===== src/design/spa_pkg.sv =====
// shared constants and types of the sparse polynomial adder
`timescale 1ns / 1ps

package spa_pkg;

  localparam int unsigned MAX_TERMS = 32;
  localparam int unsigned IDX_W     = (MAX_TERMS > 1) ? $clog2(MAX_TERMS) : 1;
  localparam int unsigned CNT_W     = $clog2(MAX_TERMS + 1);

  localparam int unsigned COEF_W = 16;
  localparam int unsigned EXPO_W = 16;
  localparam int unsigned SUM_W  = COEF_W + 1;
  localparam int unsigned TERM_W = COEF_W + EXPO_W;

  // action codes
  localparam logic [1:0] ACT_LOAD_FIRST  = 2'd0;
  localparam logic [1:0] ACT_LOAD_SECOND = 2'd1;
  localparam logic [1:0] ACT_RUN         = 2'd2;

  typedef struct packed {
    logic signed [COEF_W-1:0] coef;
    logic        [EXPO_W-1:0] expo;
  } term_t;

  typedef enum logic {
    ST_IDLE,
    ST_MERGE
  } merge_state_e;

  // top level to merge engine
  typedef struct packed {
    logic             start;
    logic [CNT_W-1:0] first_count;
    logic [CNT_W-1:0] second_count;
    logic             overflow;
  } merge_ctrl_t;

  // merge engine to top level
  typedef struct packed {
    logic idle;
    logic done;
  } merge_status_t;

endpackage


===== src/design/spa_if.sv =====
// handshake channels of the sparse polynomial adder
`timescale 1ns / 1ps

interface spa_req_if;
  logic               valid;
  logic               ready;
  logic [1:0]         action;
  logic signed [15:0] coefficient;
  logic [15:0]        exponent;

  modport source (output valid, output action, output coefficient, output exponent,
                  input ready);
  modport sink   (input valid, input action, input coefficient, input exponent,
                  output ready);
endinterface

interface spa_rsp_if;
  logic               valid;
  logic               ready;
  logic signed [16:0] sum_coefficient;
  logic [15:0]        result_exponent;
  logic               term_valid;
  logic               last_term;
  logic               load_overflow;

  modport source (output valid, output sum_coefficient, output result_exponent,
                  output term_valid, output last_term, output load_overflow,
                  input ready);
  modport sink   (input valid, input sum_coefficient, input result_exponent,
                  input term_valid, input last_term, input load_overflow,
                  output ready);
endinterface


===== src/design/spa_term_ram.sv =====
// simple dual-port term store, one write and one registered read port
`timescale 1ns / 1ps

module spa_term_ram #(
  parameter int unsigned WIDTH = 32,
  parameter int unsigned DEPTH = 32,
  parameter int unsigned ADDR_W = (DEPTH > 1) ? $clog2(DEPTH) : 1
) (
  input  logic              clk_i,
  input  logic              we_i,
  input  logic [ADDR_W-1:0] waddr_i,
  input  logic [WIDTH-1:0]  wdata_i,
  input  logic [ADDR_W-1:0] raddr_i,
  output logic [WIDTH-1:0]  rdata_o
);

  logic [WIDTH-1:0] mem [DEPTH];

  always_ff @(posedge clk_i) begin
    if (we_i) begin
      mem[waddr_i] <= wdata_i;
    end
  end

  always_ff @(posedge clk_i) begin
    rdata_o <= mem[raddr_i];
  end

endmodule


===== src/design/spa_merge_engine.sv =====
// two-pointer merge walk over both term stores with a registered result slot
`timescale 1ns / 1ps

module spa_merge_engine (
  input  logic                              clk_i,
  input  logic                              rst_ni,
  input  spa_pkg::merge_ctrl_t              ctrl_i,
  output spa_pkg::merge_status_t            status_o,
  output logic [spa_pkg::IDX_W-1:0]         first_raddr_o,
  output logic [spa_pkg::IDX_W-1:0]         second_raddr_o,
  input  spa_pkg::term_t                    first_rdata_i,
  input  spa_pkg::term_t                    second_rdata_i,
  spa_rsp_if.source                         rsp_o
);

  spa_pkg::merge_state_e state_q, state_d;

  logic [spa_pkg::CNT_W-1:0] first_idx_q, first_idx_d;
  logic [spa_pkg::CNT_W-1:0] second_idx_q, second_idx_d;
  logic [spa_pkg::CNT_W-1:0] first_nxt, second_nxt;

  logic has_first, has_second;
  logic take_first, take_second;
  logic slot_free, emit, last;

  logic                             out_valid_q, out_valid_d;
  logic signed [spa_pkg::SUM_W-1:0] out_coef_q, out_coef_d;
  logic [spa_pkg::EXPO_W-1:0]       out_expo_q, out_expo_d;
  logic                             out_term_q, out_term_d;
  logic                             out_last_q, out_last_d;
  logic                             out_ovf_q, out_ovf_d;

  logic signed [spa_pkg::SUM_W-1:0] first_ext, second_ext;

  assign slot_free = !out_valid_q || rsp_o.ready;
  assign emit      = (state_q == spa_pkg::ST_MERGE) && slot_free;

  assign has_first  = first_idx_q < ctrl_i.first_count;
  assign has_second = second_idx_q < ctrl_i.second_count;

  // pick the head with the larger exponent, both on a tie
  always_comb begin
    take_first  = 1'b0;
    take_second = 1'b0;
    if (has_first && has_second) begin
      if (first_rdata_i.expo < second_rdata_i.expo) begin
        take_second = 1'b1;
      end else if (first_rdata_i.expo > second_rdata_i.expo) begin
        take_first = 1'b1;
      end else begin
        take_first  = 1'b1;
        take_second = 1'b1;
      end
    end else if (has_first) begin
      take_first = 1'b1;
    end else if (has_second) begin
      take_second = 1'b1;
    end
  end

  assign first_nxt  = first_idx_q + spa_pkg::CNT_W'(take_first);
  assign second_nxt = second_idx_q + spa_pkg::CNT_W'(take_second);
  assign last       = (first_nxt >= ctrl_i.first_count) &&
                      (second_nxt >= ctrl_i.second_count);

  // next state
  always_comb begin
    state_d = state_q;
    case (state_q)
      spa_pkg::ST_IDLE: begin
        if (ctrl_i.start) begin
          state_d = spa_pkg::ST_MERGE;
        end
      end
      spa_pkg::ST_MERGE: begin
        if (emit && last) begin
          state_d = spa_pkg::ST_IDLE;
        end
      end
      default: state_d = spa_pkg::ST_IDLE;
    endcase
  end

  assign first_ext  = spa_pkg::SUM_W'(first_rdata_i.coef);
  assign second_ext = spa_pkg::SUM_W'(second_rdata_i.coef);

  // pointers and result slot
  always_comb begin
    first_idx_d  = first_idx_q;
    second_idx_d = second_idx_q;
    out_valid_d  = out_valid_q && !rsp_o.ready;
    out_coef_d   = out_coef_q;
    out_expo_d   = out_expo_q;
    out_term_d   = out_term_q;
    out_last_d   = out_last_q;
    out_ovf_d    = out_ovf_q;
    status_o.idle = 1'b0;
    status_o.done = 1'b0;
    case (state_q)
      spa_pkg::ST_IDLE: begin
        status_o.idle = 1'b1;
        first_idx_d   = '0;
        second_idx_d  = '0;
      end
      spa_pkg::ST_MERGE: begin
        if (emit) begin
          out_valid_d = 1'b1;
          out_term_d  = take_first || take_second;
          out_last_d  = last;
          out_ovf_d   = ctrl_i.overflow;
          if (take_first && take_second) begin
            out_coef_d = first_ext + second_ext;
          end else if (take_first) begin
            out_coef_d = first_ext;
          end else if (take_second) begin
            out_coef_d = second_ext;
          end else begin
            out_coef_d = '0;
          end
          if (take_first) begin
            out_expo_d = first_rdata_i.expo;
          end else if (take_second) begin
            out_expo_d = second_rdata_i.expo;
          end else begin
            out_expo_d = '0;
          end
          if (last) begin
            status_o.done = 1'b1;
            first_idx_d   = '0;
            second_idx_d  = '0;
          end else begin
            first_idx_d  = first_nxt;
            second_idx_d = second_nxt;
          end
        end
      end
      default: begin
        first_idx_d  = '0;
        second_idx_d = '0;
      end
    endcase
  end

  // read the head that will be current next cycle, so a stall re-reads the same entry
  assign first_raddr_o  = first_idx_d[spa_pkg::IDX_W-1:0];
  assign second_raddr_o = second_idx_d[spa_pkg::IDX_W-1:0];

  always_ff @(posedge clk_i or negedge rst_ni) begin
    if (!rst_ni) begin
      state_q      <= spa_pkg::ST_IDLE;
      first_idx_q  <= '0;
      second_idx_q <= '0;
      out_valid_q  <= 1'b0;
    end else begin
      state_q      <= state_d;
      first_idx_q  <= first_idx_d;
      second_idx_q <= second_idx_d;
      out_valid_q  <= out_valid_d;
    end
  end

  always_ff @(posedge clk_i) begin
    out_coef_q <= out_coef_d;
    out_expo_q <= out_expo_d;
    out_term_q <= out_term_d;
    out_last_q <= out_last_d;
    out_ovf_q  <= out_ovf_d;
  end

  assign rsp_o.valid           = out_valid_q;
  assign rsp_o.sum_coefficient = out_coef_q;
  assign rsp_o.result_exponent = out_expo_q;
  assign rsp_o.term_valid      = out_term_q;
  assign rsp_o.last_term       = out_last_q;
  assign rsp_o.load_overflow   = out_ovf_q;

endmodule


===== src/design/sparse_polynomial_add_unit.sv =====
// top level of the sparse polynomial adder: term loading, fill counts and merge engine
//
//  channel | dir | payload                                                     | transfer
//  req_i   | in  | action, coefficient, exponent                               | valid & ready
//  rsp_o   | out | sum_coefficient, result_exponent, term_valid, last_term,    | valid & ready
//          |     | load_overflow                                               |
//
// a load is taken back to back while no run is in progress
// a run yields one registered result per cycle unless rsp_o stalls, once in the merge state;
// the pace is set by the single read port of each term store feeding the head compare
// req_i.ready stays low from the run transfer until the last result is registered
// an output stall holds the walk, the stalled head is re-read from the store
// reset clears fill counts, overflow flag and control; the stores hold no reset value
`timescale 1ns / 1ps

module sparse_polynomial_add_unit (
  input  logic       clk_i,
  input  logic       rst_ni,
  spa_req_if.sink    req_i,
  spa_rsp_if.source  rsp_o
);

  logic [spa_pkg::CNT_W-1:0] first_count_q, first_count_d;
  logic [spa_pkg::CNT_W-1:0] second_count_q, second_count_d;
  logic                      overflow_q, overflow_d;

  spa_pkg::merge_ctrl_t   ctrl;
  spa_pkg::merge_status_t status;

  logic xfer;
  logic load_first, load_second;
  logic run_start;
  logic we_first, we_second;
  logic first_full, second_full;

  spa_pkg::term_t               wterm;
  logic [spa_pkg::TERM_W-1:0]   first_rdata, second_rdata;
  logic [spa_pkg::IDX_W-1:0]    first_raddr, second_raddr;

  assign req_i.ready = status.idle;
  assign xfer        = req_i.valid && req_i.ready;

  assign first_full  = first_count_q >= spa_pkg::CNT_W'(spa_pkg::MAX_TERMS);
  assign second_full = second_count_q >= spa_pkg::CNT_W'(spa_pkg::MAX_TERMS);

  always_comb begin
    load_first  = 1'b0;
    load_second = 1'b0;
    run_start   = 1'b0;
    case (req_i.action)
      spa_pkg::ACT_LOAD_FIRST:  load_first  = xfer;
      spa_pkg::ACT_LOAD_SECOND: load_second = xfer;
      spa_pkg::ACT_RUN:         run_start   = xfer;
      default: ;
    endcase
  end

  assign we_first  = load_first && !first_full;
  assign we_second = load_second && !second_full;

  always_comb begin
    first_count_d  = first_count_q;
    second_count_d = second_count_q;
    overflow_d     = overflow_q;
    if (status.done) begin
      first_count_d  = '0;
      second_count_d = '0;
      overflow_d     = 1'b0;
    end else begin
      if (we_first) begin
        first_count_d = first_count_q + spa_pkg::CNT_W'(1);
      end
      if (we_second) begin
        second_count_d = second_count_q + spa_pkg::CNT_W'(1);
      end
      if ((load_first && first_full) || (load_second && second_full)) begin
        overflow_d = 1'b1;
      end
    end
  end

  always_ff @(posedge clk_i or negedge rst_ni) begin
    if (!rst_ni) begin
      first_count_q  <= '0;
      second_count_q <= '0;
      overflow_q     <= 1'b0;
    end else begin
      first_count_q  <= first_count_d;
      second_count_q <= second_count_d;
      overflow_q     <= overflow_d;
    end
  end

  assign ctrl.start        = run_start;
  assign ctrl.first_count  = first_count_q;
  assign ctrl.second_count = second_count_q;
  assign ctrl.overflow     = overflow_q;

  assign wterm.coef = req_i.coefficient;
  assign wterm.expo = req_i.exponent;

  spa_term_ram #(
    .WIDTH (spa_pkg::TERM_W),
    .DEPTH (spa_pkg::MAX_TERMS)
  ) u_first_ram (
    .clk_i   (clk_i),
    .we_i    (we_first),
    .waddr_i (first_count_q[spa_pkg::IDX_W-1:0]),
    .wdata_i (wterm),
    .raddr_i (first_raddr),
    .rdata_o (first_rdata)
  );

  spa_term_ram #(
    .WIDTH (spa_pkg::TERM_W),
    .DEPTH (spa_pkg::MAX_TERMS)
  ) u_second_ram (
    .clk_i   (clk_i),
    .we_i    (we_second),
    .waddr_i (second_count_q[spa_pkg::IDX_W-1:0]),
    .wdata_i (wterm),
    .raddr_i (second_raddr),
    .rdata_o (second_rdata)
  );

  spa_merge_engine u_engine (
    .clk_i          (clk_i),
    .rst_ni         (rst_ni),
    .ctrl_i         (ctrl),
    .status_o       (status),
    .first_raddr_o  (first_raddr),
    .second_raddr_o (second_raddr),
    .first_rdata_i  (spa_pkg::term_t'(first_rdata)),
    .second_rdata_i (spa_pkg::term_t'(second_rdata)),
    .rsp_o          (rsp_o)
  );

endmodule


===== src/flat_wrapper.sv =====
// flat-port wrapper written by rule: the top's interface ports become plain ports
module sparse_polynomial_add_unit_flat 
  (clk_i, rst_ni, req_i_valid, req_i_action, req_i_coefficient, req_i_exponent, req_i_ready, rsp_o_valid, rsp_o_sum_coefficient, rsp_o_result_exponent, rsp_o_term_valid, rsp_o_last_term, rsp_o_load_overflow, rsp_o_ready);
  spa_req_if req_i_i ();
  spa_rsp_if rsp_o_i ();
  input  logic clk_i;
  input  logic rst_ni;
  input wire logic [$bits(req_i_i.valid)-1:0] req_i_valid;
  input wire logic [$bits(req_i_i.action)-1:0] req_i_action;
  input wire logic [$bits(req_i_i.coefficient)-1:0] req_i_coefficient;
  input wire logic [$bits(req_i_i.exponent)-1:0] req_i_exponent;
  output wire logic [$bits(req_i_i.ready)-1:0] req_i_ready;
  output wire logic [$bits(rsp_o_i.valid)-1:0] rsp_o_valid;
  output wire logic [$bits(rsp_o_i.sum_coefficient)-1:0] rsp_o_sum_coefficient;
  output wire logic [$bits(rsp_o_i.result_exponent)-1:0] rsp_o_result_exponent;
  output wire logic [$bits(rsp_o_i.term_valid)-1:0] rsp_o_term_valid;
  output wire logic [$bits(rsp_o_i.last_term)-1:0] rsp_o_last_term;
  output wire logic [$bits(rsp_o_i.load_overflow)-1:0] rsp_o_load_overflow;
  input wire logic [$bits(rsp_o_i.ready)-1:0] rsp_o_ready;
  assign req_i_i.valid = req_i_valid;
  assign req_i_i.action = req_i_action;
  assign req_i_i.coefficient = req_i_coefficient;
  assign req_i_i.exponent = req_i_exponent;
  assign req_i_ready = req_i_i.ready;
  assign rsp_o_valid = rsp_o_i.valid;
  assign rsp_o_sum_coefficient = rsp_o_i.sum_coefficient;
  assign rsp_o_result_exponent = rsp_o_i.result_exponent;
  assign rsp_o_term_valid = rsp_o_i.term_valid;
  assign rsp_o_last_term = rsp_o_i.last_term;
  assign rsp_o_load_overflow = rsp_o_i.load_overflow;
  assign rsp_o_i.ready = rsp_o_ready;
  sparse_polynomial_add_unit u_core (.clk_i(clk_i), .rst_ni(rst_ni), .req_i(req_i_i), .rsp_o(rsp_o_i));
endmodule

===== config.mk =====
export PLATFORM = sky130hd
export DESIGN_NAME = sparse_polynomial_add_unit_flat
export DESIGN_NICKNAME = d
export VERILOG_FILES = /design/src/design/spa_pkg.sv /design/src/design/spa_if.sv /design/src/design/spa_term_ram.sv /design/src/design/spa_merge_engine.sv /design/src/design/sparse_polynomial_add_unit.sv /design/src/flat_wrapper.sv
export SDC_FILE = /design/constraint.sdc
export NUM_CORES = 2
export LEC_CHECK = 0
export BUFFER_PORTS_ARGS = -buffer_cell sky130_fd_sc_hd__buf_2
export CAP_MARGIN = 40
export CORE_UTILIZATION = 40
export DETAILED_ROUTE_END_ITERATION = 12
export HOLD_SLACK_MARGIN = 0.15
export PLACE_DENSITY_LB_ADDON = 0.2
export SETUP_SLACK_MARGIN = 0.1
export SLEW_MARGIN = 5
export SYNTH_ARGS = -nofsm -noshare
export SYNTH_HDL_FRONTEND = slang
export SYNTH_HIERARCHICAL = 1
export SYNTH_SLANG_ARGS = --single-unit

===== constraint.sdc =====
create_clock -name clk_i -period 12.14 [get_ports clk_i]
set_input_delay 2.428 -clock clk_i [delete_from_list [all_inputs] [get_ports clk_i]]
set_output_delay 2.428 -clock clk_i [all_outputs]
set_load 0.01 [all_outputs]

==> results.yml <==
worst_hold_path:
  timing.hold.worst.start: "u_core/overflow_q$_DFFE_PN0P_"
  timing.hold.worst_endpoint: "u_core/u_engine/rsp_o.load_overflow$_DFFE_PP_"
  whs_path_depth: 0
  hold_path.class: "reg -> reg"
clock_network:
  cts_hold_buffers: 0
  clock-root-buffer: "sky130_fd_sc_hd__clkbuf_16"
  clkTransAtPathRegs_ps: 60
  post_cts_setup_buffer_count: 0
  cts_tree: "yes"
  resized_gates_after_cts: 0
  clock_latency_ps: 870
  clock_path_buffers: 3
  cts_buffers: 221
  cts-htree-levels: 4
  numClockSinks: 2175
synth:
  synth.yosys.warnings: 6
  synth_seq_cells: 2175
  synthesis.area_um2: 85700
  mappedNetlistNets: 5106
  main_area_contributors_after_synthesis: "sky130_fd_sc_hd__edfxtp_1 (73%), sky130_fd_sc_hd__mux2i_1 (12%), sky130_fd_sc_hd__a22oi_1 (1.8%)"
  synthDominantAreaCellType: "sky130_fd_sc_hd__edfxtp_1"
  synth_largest_type_area_fraction: 0.730
  synth_async_sr_flop_share: 0.0124
  synth_top_cells_by_count: "sky130_fd_sc_hd__edfxtp_1 (2084), sky130_fd_sc_hd__mux2i_1 (1030), sky130_fd_sc_hd__nand2_1 (226)"
  synth.distinct_cells: 67
  number_of_synthesized_flops_with_an_enable_pin: 2084
  synth_cells: 5005
  post-synth-top-count-cell: "sky130_fd_sc_hd__edfxtp_1"
  ys.flop_type: "sky130_fd_sc_hd__edfxtp_1"
  syn-mean-instance-area_um2: 17.1
  synth.yosys.seq_area_share: 0.753
power_and_ir_drop:
  power.leakage_nw: 29.6
  clock_power_share: 0.396
  seq_pwr_share: 0.496
  power.density_nw_per_um2: 177
  comb_power_share: 0.108
  internal-power_w: 0.0130
  sw_frac_of_total: 0.244
  sw_power_w: 0.00419
  irDropWorstVdd_mv: 0.155
  total_power_w: 0.0172
routing:
  drc: 0
  drt-pass1-iter-count: 5
  drt-total-wl_um: 222000
  routedWlPerCell_um: 27.1
  drt-initial-drc-count: 4103
  average_vias_per_placed_instance: 5.51
  detailroute.via_count: 45200
  antenna_violating_nets_left: 0
setup_path:
  critPathRequiredTime_ps: 12850
  timing.reg2reg.setup_slack_ps: 4450
  regToRegStartpoint: "u_core/u_second_ram/rdata_o[14]$_DFF_P_"
  arr_time_crit_path_ps: 8400
  reg2reg_to: "u_core/u_second_ram/rdata_o[24]$_DFF_P_"
  path_max_fanout: 78
  register_to_register_path_depth: 23
  cell_occurring_most_often_along_the_worst_timing_path: "sky130_fd_sc_hd__ha_1"
  worst_setup_path_start_kind: "flop"
  timing.setup.critical_path_class: "reg -> reg"
  critical_path.slowest_cell: "sky130_fd_sc_hd__buf_4"
  max_stage_delay_ps: 690
  cp_cell_sequence: "inv_1 -> ha_1 -> nand4_1 -> nor2_1 -> a221o_1 -> a211o_1 -> o21a_1 -> ha_1 -> inv_1 -> ha_1 -> nand2b_1 -> a2111oi_0 -> o21a_1 -> nor2_1 -> or4b_1 -> a21oi_1 -> nor2b_4 -> buf_12 -> buf_4 -> a22o_1 -> nor3_1 -> a31oi_1 -> nand3_1"
  worstSetupEndpointType: "flop"
timing:
  setup-tns-final_ps: 0
  max_slew.worst_pin.slew_ps: 1290
  hold_violations: 0
  worst_hold_slack_ps: 457
  timing.clock.skew_ps: 50.1
  fmax_ghz: 0.130
  worst_slew_margin_rel: 0.140
  final_max_slew_viol_count: 0
  setup_viol: 0
  period_minus_slack_ps: 7690
  unrepaired_setup_endpoints_after_global_routing: "no"
  period_share: 0.634
layout:
  areaGrowthSynthToFinish_pct: 13.7
  fillers: 18200
  drive_above_1_share: 0.122
  finish.cell_count_without_fillers: 8201
  nets: 5277
  final_core_utilization: 0.459
outcome:
  status: "finished, final reports clean"
global_routing:
  globalRouteTotalUtil: 0.203
  first_global_vias: 44700
  global_route_wire_length_before_repair_um: 320000
  antenna_found_initial: 14
  pin_count_of_the_biggest_net_entering_global_routing: 135
  globalRouteOverflowTotal: 0
placement:
  number_of_placed_instances_taps_included: 7774
  dp.final_hpwl_um: 113000
  port_buffer_cells: 75
  place.gp.congestion: 0.811
floorplan:
  floorplan.rows: 169
  fp.dieW_um: 465
  ios: 76
  die_area_um2: 216000
  fp.coreArea_um2: 213000
  initial_core_util: 0.403
  floorplan.die.height_um: 465
run:
  max-cap-violations: 0
[registers in the layout, indices dropped and copies added, names as in the netlist]
register / flops
u_core/u_first_ram/mem: 1024
u_core/u_second_ram/mem: 1024
u_core/u_first_ram/rdata_o: 32
u_core/u_second_ram/rdata_o: 32
u_core/u_engine/rsp_o.sum_coefficient: 17
u_core/u_engine/rsp_o.result_exponent: 16
u_core/first_count_q: 6
u_core/second_count_q: 6
u_core/u_engine/first_idx_q: 6
u_core/u_engine/second_idx_q: 6
u_core/overflow_q: 1
u_core/u_engine/rsp_o.last_term: 1
u_core/u_engine/rsp_o.load_overflow: 1
u_core/u_engine/rsp_o.term_valid: 1
u_core/u_engine/rsp_o.valid: 1
u_core/u_engine/state_q: 1
[cell families (layout without fill, tap and decap cells)]
kind of cell	after synthesis	count (layout)	share of synthesized area
fa+ha+maj	63	63	0.00928
compound gates	729	729	0.0583
flops	2175	2175	0.753
other cells	0	8	0
mux	1031	1031	0.120
buf+inv	325	692	0.0214
xor+xnor	18	18	0.00184
simple gates	664	664	0.0361
[layout make-up]
type	count	area (um^2)	share of cell area
repair buffers	223	1920	0.0197
clock inverters	106	1180	0.0121
inverters	50	188	0.00193
multi-input cells	2505	19900	0.204
flip-flops and latches	2175	64500	0.662
diodes	8	20.0	0.000205
well taps	2821	3530	0.0362
clock buffers	313	6180	0.0634
[cell usage in the layout (no fill, tap or decap), types with 7 or more instances in the layout]
cell type / synthesis / final
sky130_fd_sc_hd__buf_12: 0 / 28
sky130_fd_sc_hd__a22o_1: 153 / 151
sky130_fd_sc_hd__nor2_1: 88 / 22
sky130_fd_sc_hd__mux2i_1: 1030 / 1030
sky130_fd_sc_hd__inv_1: 49 / 48
sky130_fd_sc_hd__o21ai_1: 7 / 7
sky130_fd_sc_hd__o21ai_0: 20 / 20
sky130_fd_sc_hd__buf_4: 76 / 110
sky130_fd_sc_hd__dfrtp_1: 27 / 27
sky130_fd_sc_hd__ha_1: 62 / 62
sky130_fd_sc_hd__nor3_1: 70 / 70
sky130_fd_sc_hd__xor2_1: 9 / 9
sky130_fd_sc_hd__nand2_1: 226 / 225
sky130_fd_sc_hd__nand4_1: 7 / 7
sky130_fd_sc_hd__inv_16: 0 / 8
sky130_fd_sc_hd__clkinvlp_4: 0 / 8
sky130_fd_sc_hd__edfxtp_1: 2084 / 2084
sky130_fd_sc_hd__clkbuf_16: 0 / 221
sky130_fd_sc_hd__or2_2: 7 / 7
sky130_fd_sc_hd__a22oi_1: 208 / 208
sky130_fd_sc_hd__bufinv_16: 0 / 16
sky130_fd_sc_hd__clkbuf_8: 0 / 30
sky130_fd_sc_hd__nand3_1: 205 / 205
sky130_fd_sc_hd__clkbuf_1: 96 / 62
sky130_fd_sc_hd__buf_2: 56 / 77
sky130_fd_sc_hd__a31oi_1: 67 / 67
sky130_fd_sc_hd__diode_2: 0 / 8
sky130_fd_sc_hd__clkinv_1: 1 / 27
sky130_fd_sc_hd__o21a_1: 12 / 12
sky130_fd_sc_hd__clkinv_2: 0 / 40
sky130_fd_sc_hd__nor2_4: 0 / 66
sky130_fd_sc_hd__nand3b_1: 11 / 11
sky130_fd_sc_hd__xnor2_1: 9 / 9
sky130_fd_sc_hd__dfxtp_1: 64 / 64
sky130_fd_sc_hd__a21oi_1: 221 / 221
[layer usage]
layer,global-route usage,vias to the layer above,part of all wire
met1,0.281,23600,0.44
met3,0.0250,309,0.047
met2,0.338,1196,0.49
met4,0.0517,0,0.022
met5,0,-,0
li1,-,20100,-
[through the flow]
step | instance area (um^2) | setup slack [ps]
6_report | 97500 | 4450
5_1_grt | 97500 | 3970
4_1_cts | 97500 | 4430
3_5_place_dp | 90100 | 4460
3_3_place_gp | 89700 | 4300
2_1_floorplan | 85700 | 6630
[critical path, delay by kind of cell (launching register included)]
family,cells,cell delay (ps)
buffers and inverters,4,1270
adders and majority gates,3,1030
and+or+nand+nor,8,1610
DFF,1,560
AOI/OAI and AO/OA,8,2990
[power groups by stage]
stage                     sequential, W  clock (W)  combinational [W]
final                           0.00853    0.00682            0.00186
after CTS                       0.00853    0.00695            0.00188
after global placement          0.00869          0            0.00182
after detailed placement        0.00868          0            0.00187
after global routing            0.00853    0.00723            0.00199
after floorplan                 0.00863          0            0.00123
[worst max path at each step]
stage,start,end,slack [ps]
3_5_place_dp,u_core/u_second_ram/rdata_o[14]$_DFF_P_,u_core/u_second_ram/rdata_o[24]$_DFF_P_,4460
6_report,u_core/u_second_ram/rdata_o[14]$_DFF_P_,u_core/u_second_ram/rdata_o[24]$_DFF_P_,4450
4_1_cts,u_core/u_second_ram/rdata_o[14]$_DFF_P_,u_core/u_second_ram/rdata_o[24]$_DFF_P_,4430
2_1_floorplan,req_i_action[1],u_core/u_first_ram/mem[28][0]$_DFFE_PP_,6630
3_3_place_gp,u_core/u_second_ram/rdata_o[14]$_DFF_P_,u_core/u_first_ram/rdata_o[27]$_DFF_P_,4300
5_1_grt,u_core/first_count_q[2]$_DFFE_PN0P_,u_core/u_second_ram/rdata_o[24]$_DFF_P_,3970
(Power assumes the default switching activity.)
